$ cat config.mk
export PLATFORM = sky130hd
export DESIGN_NAME = modified_z_score_outliers_core
export DESIGN_NICKNAME = d
export VERILOG_FILES = /design/src/hdl/mzs_pkg.sv /design/src/hdl/mzs_ram.sv /design/src/hdl/mzs_ctrl.sv /design/src/hdl/mzs_dp.sv /design/src/hdl/modified_z_score_outliers_core.sv
export SDC_FILE = /design/constraint.sdc
export NUM_CORES = 2
export LEC_CHECK = 0
export ABC_AREA = 1
export BUFFER_PORTS_ARGS = -buffer_cell sky130_fd_sc_hd__buf_4
export CAP_MARGIN = 20
export CORE_MARGIN = 5
export CORE_UTILIZATION = 50
export CTS_BUF_LIST = sky130_fd_sc_hd__clkbuf_4 sky130_fd_sc_hd__clkbuf_8
export CTS_CLUSTER_SIZE = 24
export DETAILED_ROUTE_END_ITERATION = 8
export PLACE_DENSITY = 0.72
export SLEW_MARGIN = 15
export SYNTH_ARGS = -nofsm -noshare
export SYNTH_HDL_FRONTEND = slang
export SYNTH_SLANG_ARGS = --single-unit
$ cat constraint.sdc
create_clock -name clk_i -period 9 [get_ports clk_i]
set_input_delay 1.35 -clock clk_i [delete_from_list [all_inputs] [get_ports clk_i]]
set_output_delay 1.35 -clock clk_i [all_outputs]
set_load 0.02 [all_outputs]
$ cat src/hdl/mzs_pkg.sv
`timescale 1ns / 1ps
// ----------------------------------------------------------------------------
// mzs_pkg
// shared types and constants of the modified z-score outlier core
// ----------------------------------------------------------------------------
package mzs_pkg;

  localparam int unsigned KEY_W  = 19;
  localparam int unsigned MED_W  = 18;
  localparam int unsigned MAD_W  = 19;
  localparam int unsigned PROD_W = 34;
  localparam int unsigned DIV_W  = 44;
  localparam int unsigned Q_W    = 17;

  localparam logic [1:0] STS_FINITE  = 2'd0;
  localparam logic [1:0] STS_NAN     = 2'd1;
  localparam logic [1:0] STS_POS_INF = 2'd2;
  localparam logic [1:0] STS_NEG_INF = 2'd3;

  localparam logic [15:0] SCALE_RESET = 16'd44204;
  localparam logic        REG_Z_SCALE = 1'b0;

  typedef struct packed {
    logic signed [15:0] sample;
    logic               finite;
    logic               last_in;
  } in_t;

  typedef struct packed {
    logic signed [15:0] score;
    logic [1:0]         status;
    logic               last_out;
  } out_t;

  typedef struct packed {
    logic load;
    logic a_cap;
    logic b_cmp;
    logic chk;
    logic fin;
    logic rd_j;
    logic o_cap;
    logic o_mul;
    logic o_prep;
    logic o_div;
    logic o_emit;
  } cmd_t;

  typedef struct packed {
    logic frame_end;
    logic fin_nz;
    logic rd_finite;
    logic i_last;
    logic j_last;
    logic pass1;
    logic div_done;
  } sts_t;

  // sort key: raw sample in the first pass, absolute doubled deviation in the second
  function automatic logic signed [KEY_W-1:0] sort_key(
    input logic signed [15:0]      s,
    input logic                    pass1,
    input logic signed [MED_W-1:0] med
  );
    logic signed [KEY_W-1:0] d;
    d = {{(KEY_W-17){s[15]}}, s, 1'b0} - {{(KEY_W-MED_W){med[MED_W-1]}}, med};
    if (!pass1) begin
      sort_key = {{(KEY_W-16){s[15]}}, s};
    end else begin
      sort_key = d[KEY_W-1] ? -d : d;
    end
  endfunction

endpackage

$ cat src/hdl/mzs_ram.sv
`timescale 1ns / 1ps
// ----------------------------------------------------------------------------
// mzs_ram
// generic single-write, single-read ram with registered read data
// ----------------------------------------------------------------------------
module mzs_ram #(
  parameter int unsigned WIDTH = 17,
  parameter int unsigned DEPTH = 64
) (
  input  logic                                    clk_i,
  input  logic                                    we_i,
  input  logic [(DEPTH > 1 ? $clog2(DEPTH) : 1)-1:0] waddr_i,
  input  logic [WIDTH-1:0]                        wdata_i,
  input  logic [(DEPTH > 1 ? $clog2(DEPTH) : 1)-1:0] raddr_i,
  output logic [WIDTH-1:0]                        rdata_o
);

  logic [WIDTH-1:0] mem [DEPTH];
  logic [WIDTH-1:0] rdata_q;

  always_ff @(posedge clk_i) begin
    if (we_i) begin
      mem[waddr_i] <= wdata_i;
    end
    rdata_q <= mem[raddr_i];
  end

  assign rdata_o = rdata_q;

endmodule

$ cat src/hdl/mzs_ctrl.sv
`timescale 1ns / 1ps
// ----------------------------------------------------------------------------
// mzs_ctrl
// sequencer for load, two rank-selection passes and score output
// ----------------------------------------------------------------------------
module mzs_ctrl (
  input  logic          clk_i,
  input  logic          rst_ni,
  input  logic          start_i,
  input  mzs_pkg::sts_t sts_i,
  output mzs_pkg::cmd_t cmd_o,
  output logic          busy_o
);
  import mzs_pkg::*;

  localparam logic [3:0] S_IDLE   = 4'd0;
  localparam logic [3:0] S_A_ADDR = 4'd1;
  localparam logic [3:0] S_A_DATA = 4'd2;
  localparam logic [3:0] S_B_ADDR = 4'd3;
  localparam logic [3:0] S_B_DATA = 4'd4;
  localparam logic [3:0] S_CHK    = 4'd5;
  localparam logic [3:0] S_FIN    = 4'd6;
  localparam logic [3:0] S_O_ADDR = 4'd7;
  localparam logic [3:0] S_O_DATA = 4'd8;
  localparam logic [3:0] S_O_MUL  = 4'd9;
  localparam logic [3:0] S_O_PREP = 4'd10;
  localparam logic [3:0] S_O_DIV  = 4'd11;
  localparam logic [3:0] S_O_EMIT = 4'd12;

  logic [3:0] state_q, state_d;

  always_comb begin
    state_d = state_q;
    cmd_o   = '0;
    case (state_q)
      S_IDLE: begin
        cmd_o.load = start_i;
        if (start_i && sts_i.frame_end) begin
          state_d = sts_i.fin_nz ? S_A_ADDR : S_O_ADDR;
        end
      end
      S_A_ADDR: state_d = S_A_DATA;
      S_A_DATA: begin
        cmd_o.a_cap = 1'b1;
        if (sts_i.rd_finite) begin
          state_d = S_B_ADDR;
        end else begin
          state_d = sts_i.i_last ? S_FIN : S_A_ADDR;
        end
      end
      S_B_ADDR: begin
        cmd_o.rd_j = 1'b1;
        state_d    = S_B_DATA;
      end
      S_B_DATA: begin
        cmd_o.b_cmp = 1'b1;
        state_d     = sts_i.j_last ? S_CHK : S_B_ADDR;
      end
      S_CHK: begin
        cmd_o.chk = 1'b1;
        state_d   = sts_i.i_last ? S_FIN : S_A_ADDR;
      end
      S_FIN: begin
        cmd_o.fin = 1'b1;
        state_d   = sts_i.pass1 ? S_O_ADDR : S_A_ADDR;
      end
      S_O_ADDR: state_d = S_O_DATA;
      S_O_DATA: begin
        cmd_o.o_cap = 1'b1;
        state_d     = S_O_MUL;
      end
      S_O_MUL: begin
        cmd_o.o_mul = 1'b1;
        state_d     = S_O_PREP;
      end
      S_O_PREP: begin
        cmd_o.o_prep = 1'b1;
        state_d      = S_O_DIV;
      end
      S_O_DIV: begin
        cmd_o.o_div = 1'b1;
        if (sts_i.div_done) begin
          state_d = S_O_EMIT;
        end
      end
      S_O_EMIT: begin
        cmd_o.o_emit = 1'b1;
        state_d      = sts_i.i_last ? S_IDLE : S_O_ADDR;
      end
      default: state_d = S_IDLE;
    endcase
  end

  always_ff @(posedge clk_i or negedge rst_ni) begin
    if (!rst_ni) begin
      state_q <= S_IDLE;
    end else begin
      state_q <= state_d;
    end
  end

  assign busy_o = (state_q != S_IDLE);

endmodule

$ cat src/hdl/mzs_dp.sv
`timescale 1ns / 1ps
// ----------------------------------------------------------------------------
// mzs_dp
// frame store, rank selection counters, scaling multiplier and divider
// ----------------------------------------------------------------------------
module mzs_dp #(
  parameter int unsigned MAX_SAMPLES = 64
) (
  input  logic          clk_i,
  input  logic          rst_ni,
  input  mzs_pkg::cmd_t cmd_i,
  input  mzs_pkg::in_t  in_i,
  input  logic [15:0]   z_scale_i,
  output mzs_pkg::sts_t sts_o,
  output mzs_pkg::out_t res_o
);
  import mzs_pkg::*;

  localparam int unsigned CW = $clog2(MAX_SAMPLES + 1);
  localparam int unsigned AW = (MAX_SAMPLES > 1) ? $clog2(MAX_SAMPLES) : 1;
  localparam logic [CW-1:0] MAX_CNT = CW'(MAX_SAMPLES);

  logic [CW-1:0] cnt_q, n_q, m_q, i_q, j_q, lt_q, eq_q;
  logic          any_q, pass_q;
  logic signed [KEY_W-1:0] key_i_q, lo_q, hi_q;
  logic signed [MED_W-1:0] med_q;
  logic [MAD_W-1:0]        mad_q;
  logic signed [15:0]      s_q;
  logic                    f_q;
  logic [PROD_W-1:0]       prod_q;
  logic [DIV_W-1:0]        rem_q, dsh_q;
  logic [Q_W-1:0]          quot_q;
  logic                    ovf_q;
  logic [4:0]              dcnt_q;

  logic [16:0]   rdata;
  logic [AW-1:0] raddr;
  logic signed [KEY_W-1:0] rkey;
  logic [CW-1:0] p_hi, p_lo;
  logic [CW:0]   lt_eq;
  logic signed [KEY_W:0]   key_sum;
  logic signed [KEY_W-1:0] dev;
  logic [MED_W-1:0]        mag;
  logic [DIV_W-1:0]        num, mad_x;
  logic [15:0]             qsat;

  assign raddr = cmd_i.rd_j ? j_q[AW-1:0] : i_q[AW-1:0];

  mzs_ram #(
    .WIDTH (17),
    .DEPTH (MAX_SAMPLES)
  ) u_store (
    .clk_i   (clk_i),
    .we_i    (cmd_i.load),
    .waddr_i (cnt_q[AW-1:0]),
    .wdata_i ({in_i.finite, in_i.sample}),
    .raddr_i (raddr),
    .rdata_o (rdata)
  );

  assign rkey    = sort_key(rdata[15:0], pass_q, med_q);
  assign p_hi    = m_q >> 1;
  assign p_lo    = m_q[0] ? p_hi : p_hi - CW'(1);
  assign lt_eq   = {1'b0, lt_q} + {1'b0, eq_q};
  assign key_sum = {lo_q[KEY_W-1], lo_q} + {hi_q[KEY_W-1], hi_q};

  assign dev   = {{(KEY_W-17){s_q[15]}}, s_q, 1'b0}
               - {{(KEY_W-MED_W){med_q[MED_W-1]}}, med_q};
  assign mag   = dev[KEY_W-1] ? MED_W'(-dev) : MED_W'(dev);
  assign mad_x = DIV_W'(mad_q);
  assign num   = DIV_W'({prod_q, 1'b0}) + (mad_x << 7);

  assign sts_o.frame_end = in_i.last_in || (cnt_q + CW'(1) == MAX_CNT);
  assign sts_o.fin_nz    = (m_q != '0) || in_i.finite;
  assign sts_o.rd_finite = rdata[16];
  assign sts_o.i_last    = (i_q + CW'(1) == n_q);
  assign sts_o.j_last    = (j_q + CW'(1) == n_q);
  assign sts_o.pass1     = pass_q;
  assign sts_o.div_done  = (dcnt_q == 5'(Q_W - 1));

  always_ff @(posedge clk_i or negedge rst_ni) begin
    if (!rst_ni) begin
      cnt_q  <= '0;
      n_q    <= '0;
      m_q    <= '0;
      i_q    <= '0;
      j_q    <= '0;
      any_q  <= 1'b0;
      pass_q <= 1'b0;
      med_q  <= '0;
      mad_q  <= '0;
      dcnt_q <= '0;
    end else begin
      if (cmd_i.load) begin
        if (sts_o.frame_end) begin
          n_q    <= cnt_q + CW'(1);
          cnt_q  <= '0;
          any_q  <= sts_o.fin_nz;
          i_q    <= '0;
          pass_q <= 1'b0;
        end else begin
          cnt_q <= cnt_q + CW'(1);
        end
        m_q <= m_q + CW'(in_i.finite);
      end
      if (cmd_i.a_cap) begin
        if (rdata[16]) begin
          j_q <= '0;
        end else begin
          i_q <= i_q + CW'(1);
        end
      end
      if (cmd_i.b_cmp) begin
        j_q <= j_q + CW'(1);
      end
      if (cmd_i.chk) begin
        i_q <= i_q + CW'(1);
      end
      if (cmd_i.fin) begin
        i_q <= '0;
        if (!pass_q) begin
          med_q  <= MED_W'(key_sum);
          pass_q <= 1'b1;
        end else begin
          mad_q <= MAD_W'(key_sum);
        end
      end
      if (cmd_i.o_prep) begin
        dcnt_q <= '0;
      end
      if (cmd_i.o_div) begin
        dcnt_q <= dcnt_q + 5'd1;
      end
      if (cmd_i.o_emit) begin
        i_q <= i_q + CW'(1);
        if (sts_o.i_last) begin
          m_q <= '0;
        end
      end
    end
  end

  always_ff @(posedge clk_i) begin
    if (cmd_i.a_cap && rdata[16]) begin
      key_i_q <= rkey;
      lt_q    <= '0;
      eq_q    <= '0;
    end
    if (cmd_i.b_cmp && rdata[16]) begin
      if (rkey < key_i_q) begin
        lt_q <= lt_q + CW'(1);
      end else if (rkey == key_i_q) begin
        eq_q <= eq_q + CW'(1);
      end
    end
    if (cmd_i.chk) begin
      if ((lt_q <= p_lo) && ({1'b0, p_lo} < lt_eq)) begin
        lo_q <= key_i_q;
      end
      if ((lt_q <= p_hi) && ({1'b0, p_hi} < lt_eq)) begin
        hi_q <= key_i_q;
      end
    end
    if (cmd_i.o_cap) begin
      s_q <= rdata[15:0];
      f_q <= rdata[16];
    end
    if (cmd_i.o_mul) begin
      prod_q <= PROD_W'(mag) * PROD_W'(z_scale_i);
    end
    if (cmd_i.o_prep) begin
      rem_q  <= num;
      dsh_q  <= mad_x << 24;
      ovf_q  <= (num >= (mad_x << 25));
      quot_q <= '0;
    end
    if (cmd_i.o_div) begin
      if (rem_q >= dsh_q) begin
        rem_q  <= rem_q - dsh_q;
        quot_q <= {quot_q[Q_W-2:0], 1'b1};
      end else begin
        quot_q <= {quot_q[Q_W-2:0], 1'b0};
      end
      dsh_q <= dsh_q >> 1;
    end
  end

  always_comb begin
    qsat = 16'h0000;
    res_o.last_out = sts_o.i_last;
    if (!any_q || !f_q) begin
      res_o.score  = 16'sd0;
      res_o.status = STS_NAN;
    end else if (mad_q == '0) begin
      if (dev == '0) begin
        res_o.score  = 16'sd0;
        res_o.status = STS_FINITE;
      end else if (!dev[KEY_W-1]) begin
        res_o.score  = 16'sh7FFF;
        res_o.status = STS_POS_INF;
      end else begin
        res_o.score  = 16'sh8000;
        res_o.status = STS_NEG_INF;
      end
    end else begin
      res_o.status = STS_FINITE;
      if (!dev[KEY_W-1]) begin
        qsat = (ovf_q || quot_q > 17'd32767) ? 16'h7FFF : quot_q[15:0];
        res_o.score = qsat;
      end else begin
        qsat = (ovf_q || quot_q >= 17'd32768) ? 16'h8000 : quot_q[15:0];
        res_o.score = -qsat;
      end
    end
  end

endmodule

$ cat src/hdl/modified_z_score_outliers_core.sv
`timescale 1ns / 1ps
// ----------------------------------------------------------------------------
// modified_z_score_outliers_core
// median / median absolute deviation outlier scoring of one sample frame
// ----------------------------------------------------------------------------
// loading accepts one sample per cycle while busy is low
// after the final sample, two rank-selection passes run over the n samples
// through the single store read port, then each score goes through a
// 17-step serial divider; the receiver cannot stall, results are strobes
// reset clears control state and sets z_scale to 0.6745; the store needs none
module modified_z_score_outliers_core #(
  parameter int unsigned MAX_SAMPLES = 64
) (
  input  logic          clk_i,
  input  logic          rst_ni,
  input  logic          start,
  output logic          busy,
  input  mzs_pkg::in_t  in_i,
  output logic          res_valid_o,
  output mzs_pkg::out_t res_o,
  input  logic          psel,
  input  logic          penable,
  input  logic          pwrite,
  input  logic [2:0]    paddr,
  input  logic [31:0]   pwdata,
  output logic [31:0]   prdata,
  output logic          pready
);
  import mzs_pkg::*;

  cmd_t        cmd;
  sts_t        sts;
  logic        busy_w;
  logic [15:0] z_scale_q;

  assign pready = 1'b1;
  assign prdata = (paddr[2] == REG_Z_SCALE) ? {16'h0000, z_scale_q} : 32'h0000_0000;

  always_ff @(posedge clk_i or negedge rst_ni) begin
    if (!rst_ni) begin
      z_scale_q <= SCALE_RESET;
    end else if (psel && penable && pwrite && (paddr[2] == REG_Z_SCALE)) begin
      z_scale_q <= pwdata[15:0];
    end
  end

  mzs_ctrl u_ctrl (
    .clk_i   (clk_i),
    .rst_ni  (rst_ni),
    .start_i (start),
    .sts_i   (sts),
    .cmd_o   (cmd),
    .busy_o  (busy_w)
  );

  mzs_dp #(
    .MAX_SAMPLES (MAX_SAMPLES)
  ) u_dp (
    .clk_i     (clk_i),
    .rst_ni    (rst_ni),
    .cmd_i     (cmd),
    .in_i      (in_i),
    .z_scale_i (z_scale_q),
    .sts_o     (sts),
    .res_o     (res_o)
  );

  assign busy        = busy_w;
  assign res_valid_o = cmd.o_emit;

endmodule
==> metrics.txt <==
iteration-0 DRC count of the detailed router 6003; HP Start u_dp.rem_q[43]$_DFF_P_; largest net degree at the start of global routing 159; gpl congestion 0.926; cell area after synthesis 76700 um2; layout cells sized above 1 9.12%; Yosys cell types 69; Post-CTS Resized 0; Final nets 8218; Worst Path Class, Setup flip-flop to flip-flop; top-area cell type share of the netlist area 49.2%; WL per Instance 21.2 um; number of synthesized register bits 1431; EDFF count, synth approximately 1.3k; clock slew at reported path FFs 0.06 ns; HPWL Detailed 138000 um; clk_lat worst skew 0.96 ns; Setup Total Neg Slack 0 ns; Post-Synth Adder-Cell Area 10.8%; final period utilization 91.4%; Mapped Cells 7544; htree depth 4; status completed; initial antenna violation count 3; Synth Area in Compound Gates 11.9%; Synth Area in XOR/XNOR 1.69%; RSZ-0062 raised after global routing false; first-pass GRT wire length 319000 um; grt ovf 0; Synth async-reset ratio 6.92%; Vias around 57k; Worst Path Max Fanout 16; HP Class flip-flop to flip-flop; post-synth top area cell edfxtp_1; routed wire length between 200000 and 250000 um; Synth top cells by count edfxtp_1 (1257), nor2_1 (1069), nand2_1 (1004); die area 161000 um2; Inserted Clock Buffers 226; Leakage roughly 33 nW; Die Height 402 um; DRC 0; Final Hold Viols 0; Port Buf Inserts 77; Die W 402 um; CP arrival roughly 9 ns; Synth area leaders edfxtp_1 (49%), fa_1 (6.0%), nor2_1 (5.2%), nand2_1 (4.9%), ha_1 (4.8%); std cell rows 143; Clock Tree Buf Depth 3; Power Density ~320 nW/um2; Boundary Pins 113; Worst IR Drop VDD 0.00112 V; Data required, critical path 9.68 ns; max-cap viol count 0; Total GRT Usage between 20% and 30%; max_slew headroom 29.4%; post-route ant nets 0; post-synthesis mux area share less than 1%; CTS Hold Bufs 0; CTS tree yes; total power about 27 mW; Max Freq 122 MHz; ys flop type edfxtp_1; sequential area share after synthesis approximately 54%; CP endpoint kind flip-flop; core area 152000 um2; Final Instance Area 83800 um2; CTS root buffer clkbuf_8; final setup fails 0; DR pass1 iterations 6; top-count cell post-synth edfxtp_1; vias in the first global route 55.6k; simple-gate area share of the yosys netlist around 15%; setup bufs post-CTS 0; slowest stage delay, CP 0.51 ns; DR vias/cell just under 6; critical path's slowest cell fa_1; Post-DP Area 79100 um2; clock sink total 1431; syn avg cell area 10.2 um2; Slew @ Worst Pin about 1.1 ns; critical path launch point type flip-flop; skew final 0.0809 ns; area delta synth->final 9.27%; Most common cell on crit path nand2_1; synth warn 0; Critical path origin u_dp.med_q[11]$_DFFE_PN0P_; Final Critical Period 8.23 ns; largest family of logic cells by synthesized area simple AND/OR/NAND/NOR gates; Initial Util 50.3%; worst reg2reg startpoint u_dp.med_q[11]$_DFFE_PN0P_; fin. max-slew vios 0
path summary, 6_finish.rpt:
check	endpoint	cells after the start	slack [ns]
worst max-delay path	u_dp.prod_q[29]$_DFFE_PN_	38	0.77
worst min-delay path	u_dp.rem_q[43]$_DFF_P_	2	0.47
worst max register to register	u_dp.prod_q[29]$_DFFE_PN_	38	0.77
worst min register to register	u_dp.rem_q[43]$_DFF_P_	2	0.47
max in group asynchronous	u_dp.i_q[2]$_DFF_PN0_	2	7.23
min in group asynchronous	z_scale_q[9]$_DFFE_PN0P_	1	0.48
per-layer routing:
layer	GRT usage [%]	part of all wire, %
met5	0	0
met4	11.0	4.4
met3	4.27	8.2
met2	41.1	47
met1	33.6	41
critical path: cells and delay by family, from the launching register on:
| kind | cells | cell delay (ns) |
|---|---|---|
| fa+ha+maj | 8 | 3.46 |
| simple gates | 16 | 1.76 |
| compound gates | 5 | 1.16 |
| buf+inv | 8 | 1.07 |
| flops | 1 | 0.37 |
| xor+xnor | 1 | 0.15 |
power by group:
group	switching [mW]	leakage, nW	internal, mW	total [mW]
clock	2.61	2.47	3.01	5.62
combinational	8.43	17.0	4.83	13.3
sequential	0.132	13.4	7.96	8.10
flip-flops by register name, indices dropped and copies added, names as in the netlist, 18 cells and up:
| signal | count |
|---|---|
| u_dp.rem_q | 44 |
| u_dp.prod_q | 34 |
| u_dp.mad_q | 19 |
| u_dp.lo_q | 19 |
| u_dp.key_i_q | 19 |
| u_dp.u_store.mem | 1088 |
| u_dp.dsh_q | 43 |
| u_dp.hi_q | 19 |
| u_dp.med_q | 18 |
cell type report:
class / instances / area [um2]
multi-input cells: 4958 / 30300
fillers: 13000 / 68500
clock buffers: 335 / 4000
clock inverters: 85 / 624
flip-flops and latches: 1431 / 41700
diodes: 6 / 15.0
inverters: 834 / 3160
well taps: 2030 / 2540
repair buffers: 184 / 1430
logic make-up after synthesis:
family | Yosys count
and+or+nand+nor | 2716
DFF | 1431
other | 2
muxes | 4
adders and majority gates | 524
buffers and inverters | 1170
AOI/OAI and AO/OA | 1550
xor gates and xnor gates | 147
through the flow:
step	setup slack (ns)	utilization (%)	hold WS [ns]	instances
4_1_cts	0.850	55.0	0.446	9857
6_report	0.771	55.0	0.475	9863
5_1_grt	0.245	55.0	0.502	9859
2_1_floorplan	1.96	-	0.431	7559
3_3_place_gp	0.878	52.0	0.451	9437
3_5_place_dp	0.861	52.0	0.468	9437
cells in the final DEF (no fill, tap or decap), drive strengths merged, types with 23 or more instances in the layout:
| master | count |
|---|---|
| a21o | 23 |
| a21oi | 248 |
| a31oi | 23 |
| buf | 184 |
| clkbuf | 335 |
| clkinv | 76 |
| dfrtp | 91 |
| dfxtp | 75 |
| edfxtp | 1257 |
| fa | 228 |
| ha | 296 |
| inv | 836 |
| nand2 | 1049 |
| nand3 | 391 |
| nand4 | 67 |
| nor2 | 1077 |
| nor3 | 52 |
| nor4 | 23 |
| o211ai | 158 |
| o21ai | 815 |
| o221ai | 154 |
| o22ai | 86 |
| or2 | 33 |
| xnor2 | 49 |
| xor2 | 98 |
Note: power is estimated with default switching activity, not from simulation.
